### config.mk
export PLATFORM = sky130hd
export DESIGN_NAME = fp32_vector_alu_with_reduction
export DESIGN_NICKNAME = d
export VERILOG_FILES = /design/src/hdl/fvr_pkg.sv /design/src/hdl/fp32_vector_alu_with_reduction.sv /design/src/hdl/fvr_fifo.sv /design/src/hdl/fvr_front.sv /design/src/hdl/fvr_back.sv
export SDC_FILE = /design/constraint.sdc
export NUM_CORES = 2
export LEC_CHECK = 0
export BUFFER_PORTS_ARGS = -buffer_cell sky130_fd_sc_hd__buf_2
export CORE_MARGIN = 5
export CORE_UTILIZATION = 35
export CTS_CLUSTER_DIAMETER = 120
export DETAILED_ROUTE_END_ITERATION = 7
export PLACE_DENSITY_LB_ADDON = 0.05
export SYNTH_ARGS = -nofsm -noshare
export SYNTH_HDL_FRONTEND = slang
export SYNTH_SLANG_ARGS = --single-unit
### constraint.sdc
create_clock -name clk -period 27.5 [get_ports clk]
set_clock_uncertainty 0.1 [all_clocks]
set_input_delay 2.75 -clock clk [delete_from_list [all_inputs] [get_ports clk]]
set_output_delay 2.75 -clock clk [all_outputs]
set_load 0.01 [all_outputs]
### src/hdl/fvr_pkg.sv
package fvr_pkg;

  localparam logic [2:0] KIND_ADD   = 3'd0;
  localparam logic [2:0] KIND_SUB   = 3'd1;
  localparam logic [2:0] KIND_MUL   = 3'd2;
  localparam logic [2:0] KIND_SCALE = 3'd3;
  localparam logic [2:0] KIND_RELU  = 3'd4;
  localparam logic [2:0] KIND_CLIP  = 3'd5;
  localparam logic [2:0] KIND_DOT   = 3'd6;
  localparam logic [2:0] KIND_SUM   = 3'd7;

  localparam logic REG_SCALE = 1'b0;
  localparam logic REG_CLIP  = 1'b1;

  localparam int PADDR_W = 3;

  localparam logic [31:0] CANON_NAN = 32'h7FC0_0000;
  localparam logic [31:0] SIGN_BIT  = 32'h8000_0000;
  localparam logic [31:0] FP_ONE    = 32'h3F80_0000;
  localparam logic [31:0] FP_ZERO   = 32'h0000_0000;

  localparam int IN_DEPTH_DEF  = 4;
  localparam int OUT_DEPTH_DEF = 4;

  typedef struct packed {
    logic [2:0] kind;
    logic       red;
    logic       last;
  } op_t;

  typedef struct packed {
    op_t         op;
    logic [31:0] a;
    logic [31:0] b;
  } entry_t;

  typedef struct packed {
    logic [31:0] value;
    logic        red;
  } res_t;

  typedef struct packed {
    logic               sign;
    logic               nan;
    logic               inf;
    logic               zero;
    logic signed [10:0] e;
    logic [47:0]        p;
  } mul_pre_t;

  function automatic logic is_nan(input logic [31:0] x);
    return (x[30:23] == 8'hFF) && (x[22:0] != 23'd0);
  endfunction

  function automatic logic is_inf(input logic [31:0] x);
    return (x[30:23] == 8'hFF) && (x[22:0] == 23'd0);
  endfunction

  function automatic logic [5:0] lzc48(input logic [47:0] m);
    logic [5:0] n;
    n = 6'd0;
    for (int i = 0; i < 48; i++) begin
      if (m[i]) n = 6'(47 - i);
    end
    return n;
  endfunction

  // m normalized (bit 47 set), e biased exponent of that leading one
  function automatic logic [31:0] fp_round(input logic sign, input logic signed [10:0] e,
                                           input logic [47:0] m);
    logic [47:0] q;
    logic        stk;
    logic [7:0]  ef;
    logic [30:0] w;
    logic        inc;
    int          sh;
    q   = m;
    stk = 1'b0;
    ef  = e[7:0];
    sh  = 1 - int'(e);
    if (e >= 11'sd255) begin
      return {sign, 8'hFF, 23'd0};
    end
    if (e < 11'sd1) begin
      ef = 8'd0;
      if (sh >= 48) begin
        q   = 48'd0;
        stk = |m;
      end else begin
        q   = m >> sh;
        stk = |(m & ((48'd1 << sh) - 48'd1));
      end
    end
    w   = {ef, q[46:24]};
    inc = q[23] & (stk | (|q[22:0]) | q[24]);
    w   = w + {30'd0, inc};
    return {sign, w};
  endfunction

  function automatic mul_pre_t fp_mul_pre(input logic [31:0] x, input logic [31:0] y);
    mul_pre_t r;
    logic [7:0] ex, ey;
    ex     = (x[30:23] == 8'd0) ? 8'd1 : x[30:23];
    ey     = (y[30:23] == 8'd0) ? 8'd1 : y[30:23];
    r.sign = x[31] ^ y[31];
    r.p    = {x[30:23] != 8'd0, x[22:0]} * {y[30:23] != 8'd0, y[22:0]};
    r.zero = (x[30:0] == 31'd0) || (y[30:0] == 31'd0);
    r.inf  = is_inf(x) || is_inf(y);
    r.nan  = is_nan(x) || is_nan(y) || (r.inf && r.zero);
    r.e    = $signed({3'b000, ex}) + $signed({3'b000, ey}) - 11'sd126;
    return r;
  endfunction

  function automatic logic [31:0] fp_mul_post(input mul_pre_t m);
    logic [5:0] lz;
    lz = lzc48(m.p);
    if (m.nan) return CANON_NAN;
    if (m.inf) return {m.sign, 8'hFF, 23'd0};
    if (m.zero) return {m.sign, 31'd0};
    return fp_round(m.sign, m.e - $signed({5'b00000, lz}), m.p << lz);
  endfunction

  function automatic logic [31:0] fp_add(input logic [31:0] x, input logic [31:0] y);
    logic [31:0] big, sml;
    logic [7:0]  eb, es, d;
    logic [47:0] xm, ym, yf, s;
    logic        stk;
    logic [5:0]  lz;
    logic signed [10:0] e;
    if (x[30:0] >= y[30:0]) begin
      big = x;
      sml = y;
    end else begin
      big = y;
      sml = x;
    end
    eb  = (big[30:23] == 8'd0) ? 8'd1 : big[30:23];
    es  = (sml[30:23] == 8'd0) ? 8'd1 : sml[30:23];
    d   = eb - es;
    xm  = {1'b0, big[30:23] != 8'd0, big[22:0], 23'd0};
    yf  = {1'b0, sml[30:23] != 8'd0, sml[22:0], 23'd0};
    if (d >= 8'd48) begin
      ym  = 48'd0;
      stk = |yf;
    end else begin
      ym  = yf >> d;
      stk = |(yf & ((48'd1 << d) - 48'd1));
    end
    ym[0] = ym[0] | stk;
    s     = (big[31] == sml[31]) ? xm + ym : xm - ym;
    lz    = lzc48(s);
    e     = $signed({3'b000, eb}) + 11'sd1 - $signed({5'b00000, lz});
    if (is_nan(x) || is_nan(y) || (is_inf(x) && is_inf(y) && (x[31] ^ y[31])))
      return CANON_NAN;
    if (is_inf(x)) return x;
    if (is_inf(y)) return y;
    if (s == 48'd0) return {big[31] & sml[31], 31'd0};
    return fp_round(big[31], e, s << lz);
  endfunction

  function automatic logic fp_gt(input logic [31:0] x, input logic [31:0] y);
    logic [31:0] ox, oy;
    ox = x[31] ? ~x : (x | SIGN_BIT);
    oy = y[31] ? ~y : (y | SIGN_BIT);
    if (is_nan(x) || is_nan(y)) return 1'b0;
    if ((x[30:0] == 31'd0) && (y[30:0] == 31'd0)) return 1'b0;
    return ox > oy;
  endfunction

endpackage

### src/hdl/fp32_vector_alu_with_reduction.sv
// Path: push enters the input queue, then pipe registers s1 and s2, then the output queue.
// Throughput: one transaction per cycle; dot and sum chain one add per cycle on the accumulator.
// Both rates hold unless a full output queue stalls the two-stage multiply/round pipe.
// Reset (rst, synchronous): queues empty, accumulator +0, scale and clip registers 1.0.
module fp32_vector_alu_with_reduction #(
  parameter int IN_DEPTH  = fvr_pkg::IN_DEPTH_DEF,
  parameter int OUT_DEPTH = fvr_pkg::OUT_DEPTH_DEF
) (
  input  logic                        clk,
  input  logic                        rst,
  input  logic                        push,
  output logic                        full,
  input  logic [2:0]                  kind,
  input  logic [31:0]                 a_value,
  input  logic [31:0]                 b_value,
  input  logic                        last,
  output logic                        empty,
  input  logic                        pop,
  output logic [31:0]                 result_value,
  output logic                        is_reduction,
  input  logic                        psel,
  input  logic                        penable,
  input  logic                        pwrite,
  input  logic [fvr_pkg::PADDR_W-1:0] paddr,
  input  logic [31:0]                 pwdata,
  output logic [31:0]                 prdata,
  output logic                        pready
);
  import fvr_pkg::*;

  entry_t      q_entry;
  logic        q_valid, q_pop;
  logic [31:0] clip_threshold;

  fvr_front #(.DEPTH(IN_DEPTH)) u_front (
    .clk(clk), .rst(rst), .push(push), .full(full),
    .kind(kind), .a_value(a_value), .b_value(b_value), .last(last),
    .psel(psel), .penable(penable), .pwrite(pwrite), .paddr(paddr),
    .pwdata(pwdata), .prdata(prdata), .pready(pready),
    .clip_threshold(clip_threshold),
    .q_entry(q_entry), .q_valid(q_valid), .q_pop(q_pop)
  );

  fvr_back #(.DEPTH(OUT_DEPTH)) u_back (
    .clk(clk), .rst(rst),
    .q_entry(q_entry), .q_valid(q_valid), .q_pop(q_pop),
    .clip_threshold(clip_threshold),
    .result_value(result_value), .is_reduction(is_reduction),
    .empty(empty), .pop(pop)
  );
endmodule

### src/hdl/fvr_fifo.sv
module fvr_fifo #(
  parameter int WIDTH = 32,
  parameter int DEPTH = 4
) (
  input  logic             clk,
  input  logic             rst,
  input  logic             wr_en,
  input  logic [WIDTH-1:0] wr_data,
  output logic             full,
  input  logic             rd_en,
  output logic [WIDTH-1:0] rd_data,
  output logic             empty
);
  localparam int PW = (DEPTH > 1) ? $clog2(DEPTH) : 1;
  localparam int CW = $clog2(DEPTH + 1);

  logic [WIDTH-1:0] mem [DEPTH];
  logic [PW-1:0] wr_ptr, rd_ptr;
  logic [CW-1:0] count;
  logic do_wr, do_rd;

  assign full    = (count == CW'(DEPTH));
  assign empty   = (count == '0);
  assign do_wr   = wr_en && !full;
  assign do_rd   = rd_en && !empty;
  assign rd_data = mem[rd_ptr];

  always_ff @(posedge clk) begin
    if (do_wr) mem[wr_ptr] <= wr_data;
  end

  always_ff @(posedge clk) begin
    if (rst) begin
      wr_ptr <= '0;
      rd_ptr <= '0;
      count  <= '0;
    end else begin
      if (do_wr) wr_ptr <= (wr_ptr == PW'(DEPTH - 1)) ? '0 : wr_ptr + PW'(1);
      if (do_rd) rd_ptr <= (rd_ptr == PW'(DEPTH - 1)) ? '0 : rd_ptr + PW'(1);
      if (do_wr && !do_rd) count <= count + CW'(1);
      else if (do_rd && !do_wr) count <= count - CW'(1);
    end
  end
endmodule

### src/hdl/fvr_front.sv
module fvr_front #(
  parameter int DEPTH = fvr_pkg::IN_DEPTH_DEF
) (
  input  logic                        clk,
  input  logic                        rst,
  input  logic                        push,
  output logic                        full,
  input  logic [2:0]                  kind,
  input  logic [31:0]                 a_value,
  input  logic [31:0]                 b_value,
  input  logic                        last,
  input  logic                        psel,
  input  logic                        penable,
  input  logic                        pwrite,
  input  logic [fvr_pkg::PADDR_W-1:0] paddr,
  input  logic [31:0]                 pwdata,
  output logic [31:0]                 prdata,
  output logic                        pready,
  output logic [31:0]                 clip_threshold,
  output fvr_pkg::entry_t             q_entry,
  output logic                        q_valid,
  input  logic                        q_pop
);
  import fvr_pkg::*;

  logic [31:0] scale_factor;
  logic        wr;
  entry_t      ent;
  logic        q_empty;
  logic [$bits(entry_t)-1:0] q_raw;

  assign pready = 1'b1;
  assign wr     = psel && penable && pwrite;
  assign prdata = (paddr[2] == REG_CLIP) ? clip_threshold : scale_factor;

  always_ff @(posedge clk) begin
    if (rst) begin
      scale_factor   <= FP_ONE;
      clip_threshold <= FP_ONE;
    end else if (wr) begin
      if (paddr[2] == REG_SCALE) scale_factor <= pwdata;
      else clip_threshold <= pwdata;
    end
  end

  always_comb begin
    ent.op.kind = kind;
    ent.op.red  = (kind == KIND_DOT) || (kind == KIND_SUM);
    ent.op.last = last;
    ent.a       = a_value;
    ent.b       = (kind == KIND_SCALE) ? scale_factor : b_value;
  end

  fvr_fifo #(.WIDTH($bits(entry_t)), .DEPTH(DEPTH)) u_inq (
    .clk(clk), .rst(rst),
    .wr_en(push), .wr_data(ent), .full(full),
    .rd_en(q_pop), .rd_data(q_raw), .empty(q_empty)
  );

  assign q_entry = entry_t'(q_raw);
  assign q_valid = !q_empty;
endmodule

### src/hdl/fvr_back.sv
module fvr_back #(
  parameter int DEPTH = fvr_pkg::OUT_DEPTH_DEF
) (
  input  logic            clk,
  input  logic            rst,
  input  fvr_pkg::entry_t q_entry,
  input  logic            q_valid,
  output logic            q_pop,
  input  logic [31:0]     clip_threshold,
  output logic [31:0]     result_value,
  output logic            is_reduction,
  output logic            empty,
  input  logic            pop
);
  import fvr_pkg::*;

  logic        s1_valid, s2_valid;
  op_t         s1_op, s2_op;
  logic [31:0] s1_a, s1_b, s2_a, s2_b, s2_term;
  mul_pre_t    s1_mp;
  logic [31:0] accumulator;
  logic        en, emits, out_full;
  logic [31:0] add_x, add_y, add_r, res, neg_t;
  res_t        res_in;
  logic [$bits(res_t)-1:0] res_raw;

  assign emits = !s2_op.red || s2_op.last;
  assign en    = !(s2_valid && emits && out_full);
  assign q_pop = en && q_valid;

  always_ff @(posedge clk) begin
    if (rst) begin
      s1_valid <= 1'b0;
      s2_valid <= 1'b0;
    end else if (en) begin
      s1_valid <= q_valid;
      s2_valid <= s1_valid;
    end
  end

  always_ff @(posedge clk) begin
    if (en) begin
      s1_op   <= q_entry.op;
      s1_a    <= q_entry.a;
      s1_b    <= q_entry.b;
      s1_mp   <= fp_mul_pre(q_entry.a, q_entry.b);
      s2_op   <= s1_op;
      s2_a    <= s1_a;
      s2_b    <= s1_b;
      s2_term <= (s1_op.kind == KIND_SUM) ? s1_a : fp_mul_post(s1_mp);
    end
  end

  assign neg_t = clip_threshold ^ SIGN_BIT;
  assign add_x = s2_op.red ? accumulator : s2_a;
  assign add_y = s2_op.red ? s2_term :
                 ((s2_op.kind == KIND_SUB) ? (s2_b ^ SIGN_BIT) : s2_b);
  assign add_r = fp_add(add_x, add_y);

  always_comb begin
    case (s2_op.kind)
      KIND_MUL, KIND_SCALE: res = s2_term;
      KIND_RELU: res = (!s2_a[31] && (s2_a[30:0] != 31'd0) && !is_nan(s2_a)) ? s2_a : FP_ZERO;
      KIND_CLIP: begin
        if (fp_gt(s2_a, clip_threshold)) res = clip_threshold;
        else if (fp_gt(neg_t, s2_a)) res = neg_t;
        else res = s2_a;
      end
      default: res = add_r;
    endcase
  end

  always_ff @(posedge clk) begin
    if (rst) begin
      accumulator <= FP_ZERO;
    end else if (en && s2_valid && s2_op.red) begin
      accumulator <= s2_op.last ? FP_ZERO : add_r;
    end
  end

  assign res_in.value = res;
  assign res_in.red   = s2_op.red;

  fvr_fifo #(.WIDTH($bits(res_t)), .DEPTH(DEPTH)) u_outq (
    .clk(clk), .rst(rst),
    .wr_en(en && s2_valid && emits), .wr_data(res_in), .full(out_full),
    .rd_en(pop), .rd_data(res_raw), .empty(empty)
  );

  assign result_value = res_raw[32:1];
  assign is_reduction = res_raw[0];
endmodule

Yosys cells after proc, flatten, opt, wreduce, memory -nomap -nowiden
Memory sizes are Yosys's and may differ from the RTL's. A register that Yosys moved wholly into a read port is not among the register bits.
Cells that the tools add are included.
{"block": "word_totals", "out_inout_bits": 68, "mem_bits_rw": 408, "mem_count": 2, "ff_bits": 345, "word_cells": 447}
{"block": "classes", "shift": 8, "order_cmp": 10, "n_reduce_logical": 92, "n_mul": 1, "eq_ne": 22, "addsub": 23, "n_mux": 242, "n_bitwise": 19}
{"name": "u_front.u_inq.mem", "words": 4, "width": 69, "rd": 1, "rd_clocked_by_memory_dff": 1, "wr": 1, "line_no": "fvr_fifo.sv:17", "rtl": "logic [WIDTH-1:0] mem [DEPTH];"}
{"name": "u_back.u_outq.mem", "words": 4, "width": 33, "rd": 1, "rd_clocked_by_memory_dff": 1, "wr": 1, "line_no": "fvr_fifo.sv:17"}
{"operator": "two-way mux 32 bit", "count": 33}
{"operator": "two-way mux 47 bit", "count": 14}
{"operator": "two-way mux 6 bit", "count": 97}
{"operator": "OR reduction 48 bit", "count": 5}
{"operator": "subtractor 48 x 1 -> 48 bit (second input constant)", "count": 3}
{"operator": "nonzero test 23 bit", "count": 6}
{"operator": "two-way mux 8 bit", "count": 16}
{"operator": "zero test 31 bit", "count": 4}
{"operator": "bitwise AND 48 bit", "count": 2}
{"operator": "two-way mux 48 bit", "count": 2}
{"operator": "NOT 32 bit", "count": 3}
{"operator": "case mux 32 bit (3 select lines)", "count": 1}
{"operator": "<< shifter 1 x 32 -> 48 bit (first input constant)", "count": 2}
{"operator": "<< shifter 48 x 6 -> 48 bit", "count": 2}
{"operator": "right shift 48 x 32 -> 47 bit", "count": 2}
{"operator": "zero test 23 bit", "count": 4}
{"operator": "two-way mux 1 bit", "count": 67}
{"operator": ">= comparator 32 x 7 -> 1 bit (second input constant)", "count": 2}
{"operator": "greater-than comparator 32 bit", "count": 2}
{"operator": "adder 31 x 1 -> 31 bit", "count": 2}
{"operator": "adder 47 x 48 -> 48 bit", "count": 1}
{"operator": "bitwise AND 47 x 48 -> 48 bit", "count": 1}
{"operator": "equality test 8 bit (second input constant)", "count": 6}
{"operator": "zero test 48 bit", "count": 1}
{"operator": "other kinds (41)", "count": 139}

Logic depth before layout (Yosys ltp)
{"block": "depth", "depth_word": 87, "ltp_mapped": 98, "ltp_nobuf": 84}

Modules after synthesis
Synthesis repeated with hierarchy kept, for this count alone.
{"block": "hier_totals", "hier_cells": 9119, "hier_area_um2": 81867.3}
{"module": "fvr_back", "n_inst": 1, "area_per_inst_um2": 62766.4, "cells_per_inst": 8163, "seq_area_each_um2": 7647.3}
{"module": "fvr_fifo at u_front.u_inq", "n_inst": 1, "area_per_inst_um2": 10435.0, "cells_per_inst": 411, "seq_area_each_um2": 8468.1}
{"module": "fvr_fifo at u_back.u_outq", "n_inst": 1, "area_per_inst_um2": 5248.8, "cells_per_inst": 223, "seq_area_each_um2": 4144.0}
{"module": "fvr_front", "n_inst": 1, "area_per_inst_um2": 3417.0, "cells_per_inst": 322, "seq_area_each_um2": 1281.2}

Worst setup path before layout
No wires, ideal clock.
{"block": "synth_timing", "kind": "flip-flop to flip-flop", "start": "register u_back.s2_op (netlist bit u_back.res_in[0])", "end": "memory u_back.u_outq.mem[0][27] (netlist name), data pin", "required_time_ps": 27207, "setup_ps": 193, "period_less_slack_ps": 19434, "t_arrival_ps": 19142, "path_slack_ps": 8066, "path_stages_with_launch": 89, "path_cell_list": "edfxtp_1 buf_2 buf_2 buf_2 buf_1 clkbuf_1 mux2_2 ha_1 nand4_1 inv_1 a221oi_2 o21ai_2 a21oi_2 buf_4 buf_4 buf_2 buf_1 a21oi_1 [... 53 more ...] nand2_1 a21oi_1 and4_1 a221oi_1 and2_1 a311oi_1 o21ai_0 a211oi_1 o211ai_1 inv_1 ha_1 inv_1 or4_1 buf_4 nor4_4 a31oi_1 or3_1 a22oi_1"}
{"block": "synth_between", "elab_chain_cells": 85}
{"element": "from (decl)", "line_no": "fvr_back.sv:18", "rtl": "op_t s1_op, s2_op;"}
{"element": "from (signal assigned)", "line_no": "fvr_back.sv:47", "rtl": "s2_op <= s1_op;"}
{"element": "two-way mux 32 bit (on tied branches)", "line_no": "fvr_back.sv:55, fvr_back.sv:56"}
{"element": ">= comparator 31 bit", "line_no": "fvr_pkg.sv:130", "rtl": "if (x[30:0] >= y[30:0]) begin"}
{"element": "two-way mux 32 bit", "line_no": "fvr_pkg.sv:130"}
{"element": "zero test 8 bit (on tied branches)", "line_no": "fvr_pkg.sv:137, fvr_pkg.sv:138"}
{"element": "two-way mux 8 bit (on tied branches)", "line_no": "fvr_pkg.sv:137, fvr_pkg.sv:138"}
{"element": "subtractor 8 bit", "line_no": "fvr_pkg.sv:139", "rtl": "d = eb - es;"}
{"element": "<< shifter 1 x 8 -> 48 bit", "line_no": "fvr_pkg.sv:147", "rtl": "stk = |(yf & ((48'd1 << d) - 48'd1));"}
{"element": "subtractor 48 x 1 -> 48 bit", "line_no": "fvr_pkg.sv:147"}
{"element": "[... 70 more ...]"}
{"element": "adder 31 x 1 -> 31 bit", "line_no": "fvr_pkg.sv:96", "rtl": "w = w + {30'd0, inc};"}
{"element": "two-way mux 32 bit", "line_no": "fvr_pkg.sv:84", "rtl": "if (e < 11'sd1) begin"}
{"element": "two-way mux 32 bit", "line_no": "fvr_pkg.sv:158", "rtl": "return fp_round(big[31], e, s << lz);"}
{"element": "two-way mux 32 bit", "line_no": "fvr_pkg.sv:157", "rtl": "if (s == 48'd0) return {big[31] & sml[31], 31'd0};"}
{"element": "two-way mux 32 bit", "line_no": "fvr_pkg.sv:156", "rtl": "if (is_inf(y)) return y;"}
{"element": "two-way mux 32 bit (*)", "line_no": "fvr_pkg.sv:155", "rtl": "if (is_inf(x)) return x;"}
{"element": "case mux 32 bit (3 select lines) (*)", "line_no": "fvr_back.sv:61", "rtl": "case (s2_op.kind)"}
{"element": "net u_back.res[26]", "line_no": "fvr_back.sv:23", "rtl": "logic [31:0] add_x, add_y, add_r, res, neg_t;"}
{"element": "to (decl)", "line_no": "fvr_fifo.sv:17"}
Mark *: on every way through the listed nets, which the timed path passes. The rest lies on a longest branch. The select of a mux whose other input is x is not followed.

Worst setup path after layout
{"block": "layout_timing", "start": "register u_back.s2_op (netlist bit u_back.res_in[0])", "end": "memory u_back.u_outq.mem[3][27] (netlist name), data pin"}
The elaborated chain is that of the path after synthesis.

==> impl_metrics.env <==
export IMPL_outcome="finished, final reports clean"
export IMPL_crit_top_cell="a21oi_1"
export IMPL_arrival_ns=24.07
export IMPL_yosysSeqAreaShare_pct=26.7
export IMPL_ys_types=135
export IMPL_numClockSinks=757
export IMPL_hp_class="flop to flop"
export IMPL_dpl_worst_slack_ns=4.17
export IMPL_drt_wl_total_um=388000
export IMPL_io_buffers=174
export IMPL_synth_top_area_share_pct=23.8
export IMPL_stdcell_count=12200
export IMPL_worstSetupPathType="flop to flop"
export IMPL_clkLatencyLatePin_ns=0.74
export IMPL_worst_ep_required_time_ns=27.80
export IMPL_grt_pass1_wl_um=554000
export IMPL_drt_initial_drc_count=7170
export IMPL_syn_area_sq_um=80700
export IMPL_synth_top_flop_cell="edfxtp_1"
export IMPL_post_cts_resized=0
export IMPL_gp_congestion=0.953
export IMPL_rr_startpoint="u_back.res_in[0]"
export IMPL_io_pins=178
export IMPL_worst_pin_slew_ns=1.32
export IMPL_yosysWarnings=0
export IMPL_syn_nets=10100
export IMPL_chipHeight_um=490
export IMPL_critPathLaunch="u_back.res_in[0]"
export IMPL_coreArea_sq_um=230000
export IMPL_final_setup_worst_slack_ns=3.73
export IMPL_cp_slowest_stage_delay_ns=0.82
export IMPL_htreeDepth=3
export IMPL_ys_async_sr_fraction_pct=0
export IMPL_layout_min_cycle_time_ns=23.77
export IMPL_place_inst=12100
export IMPL_avgSynthCellArea_sq_um=8.83
export IMPL_drv_slew=0
export IMPL_slowest_stage="mux2i_1"
export IMPL_fin_crit_sh_pct=86.4
export IMPL_fp_row_count=176
export IMPL_worstHoldStart="u_back.s1_b[0]"
export IMPL_cts_tree="done"
export IMPL_viasPerCell=6.13
export IMPL_grt_pass1_vias=74900
export IMPL_critPathCaptureType="flop"
export IMPL_timing_slew_headroom_pct=9.87
export IMPL_design_die_area_sq_um=240000
export IMPL_crit_path_max_fanout=76
export IMPL_final_nets=10100
export IMPL_cts_buffers=89
export IMPL_synth_top_cells_by_area="edfxtp_1 (24%), fa_1 (12%), ha_1 (5.8%), nand2_1 (5.5%), mux4_2 (3.7%)"
export IMPL_grt_ovfl_total=0
export IMPL_clockBufferDepth=3
export IMPL_yosysTopAreaCell="edfxtp_1"
export IMPL_dpl_hpwl_um=299000
export IMPL_firstDrtPassIters=6
export IMPL_startpoint_type="flop"
export IMPL_initial_core_util_pct=35.1
export IMPL_clockRootBuffer="clkbuf_16"
export IMPL_ant_nets=0
export IMPL_fill_cells=23400
export IMPL_ys_ff_latch=757
export IMPL_clk_pin_slew_ns=0.06
export IMPL_vias=75100
export IMPL_hold_viol=0
export IMPL_totalNegativeSetupSlack_ns=0
export IMPL_fmax_mhz=42.1
export IMPL_syn_inst=9146
export IMPL_maxCapViolCount=0
export IMPL_hold_buffers=0
export IMPL_drc=0
export IMPL_grt_max_degree=171
export IMPL_setup_viol=0
export IMPL_rsz0062_at_grt="no"
export IMPL_hold_worst_slack_ns=0.258
export IMPL_grt_usage_pct=31.1
export IMPL_areaGrowthSynthToFinish_pct=9.55
export IMPL_fp_dieW_um=490
export IMPL_cts_setup_buffers=0
export IMPL_drive_gt1_share_pct=11.6
export IMPL_synth_edf_count=641
export IMPL_wl_per_cell_um=31.7
export IMPL_antenna_found_initial=21
-- worst max-delay path, delay by kind of cell (launching register included) --
kind                       cells  cell delay, ns
AOI/OAI and AO/OA             35           10.03
and+or+nand+nor               23            6.31
buffers and inverters         12            2.86
adders and majority gates      7            2.09
muxes                          2            1.30
DFF                            1            0.37
xor gates and xnor gates       1            0.23
-- final timing paths --
kind,endpoint,slack [ns],cells past startpoint
worst max-delay path,u_back.u_outq.mem[3][27],3.73,80
worst min-delay path,u_back.s2_b[0],0.26,0
worst max register to register,u_back.u_outq.mem[3][27],3.73,80
worst min register to register,u_back.s2_b[0],0.26,0
-- synthesized netlist by cell type (all sizes together) (42+ instances only) --
cell and count:
nor2b 59, inv 731, o211ai 101, mux2i 199, nor4 98, o21ai 430
and3 44, a21oi 541, edfxtp 641, nand2b 55, xnor2 195, o21bai 46
nand3 240, o221ai 52, and2 135, o31ai 77, a22oi 68, ha 377
a21o 61, a31oi 73, mux4 131, o22ai 67, nor2 772, nand4 104
a221oi 70, buf 182, nand2 1182, mux2 161, or2 42, a211oi 105
fa 489, clkbuf 387, xor2 103, or3 68, nor3 282, dfxtp 116
-- layout by cell type, fill, tap and decap left out, types with 191 or more instances in the layout --
| master | n |
|---|---|
| edfxtp_1 | 641 |
| nand2_1 | 1180 |
| mux2i_1 | 198 |
| nand3_1 | 239 |
| buf_4 | 288 |
| nor2_1 | 764 |
| o21ai_0 | 365 |
| nor3_1 | 266 |
| xnor2_1 | 191 |
| inv_1 | 722 |
| a21oi_1 | 536 |
| fa_1 | 489 |
| ha_1 | 372 |
-- metrics by stage --
step | utilization [%] | instance area [sq um]
3_3_place_gp | 37.2 | 85500
3_5_place_dp | 37.2 | 85500
5_1_grt | 38.5 | 88400
2_1_floorplan | - | 80700
4_1_cts | 38.5 | 88400
6_report | 38.5 | 88400
-- logic make-up (layout without fill, tap and decap cells) --
logic type | count (synthesis) | after routing | synth area share [%]
AO/OA/AOI/OAI | 2222 | 2222 | 18.9
XOR/XNOR | 298 | 298 | 3.24
adder cells (fa/ha/maj) | 866 | 866 | 18.0
buffers and inverters | 1318 | 1378 | 6.39
flip-flops | 757 | 757 | 26.7
multiplexers | 491 | 491 | 8.37
other | 1 | 12 | 0.00465
AND/OR/NAND/NOR | 3193 | 3193 | 18.4
-- metal layers --
layer  part of all wire (%)  GRT usage, %  up-vias
met5                  0.021             0        -
met4                    6.0          15.3       14
met3                    5.2          3.68      875
met2                     49          54.2     2999
met1                     40          38.3    38000
li1                       -             -    33200
-- sequential cells by signal, summed over array words and instances (netlist names), 2 cells and up, named ones only --
register                flops
u_front.u_inq.mem         276
u_back.u_outq.mem         132
u_back.s1_mp               63
u_back.accumulator         32
u_back.s1_a                32
u_back.s1_b                32
u_back.s2_a                32
u_back.s2_b                32
u_back.s2_term             32
u_front.clip_threshold     32
u_front.scale_factor       32
u_back.s1_op                5
u_back.s2_op                4
u_back.u_outq.count         3
u_front.u_inq.count         3
u_back.u_outq.rd_ptr        2
u_back.u_outq.wr_ptr        2
u_front.u_inq.rd_ptr        2
u_front.u_inq.wr_ptr        2
-- final cells by class --
class                      count  area, sq um  area share, %
multi-input combinational   7071        54300           61.4
sequential                   757        21600           24.4
tap                         3026         3790           4.28
timing repair buffer         463         3070           3.47
inverter                     749         2810           3.18
clock buffer                 111         2310           2.61
clock inverter                55          576          0.651
antenna                       11         27.5         0.0311
Power is not shown: default switching activity piles up to over one toggle a cycle in this logic, so the estimate is an artifact.
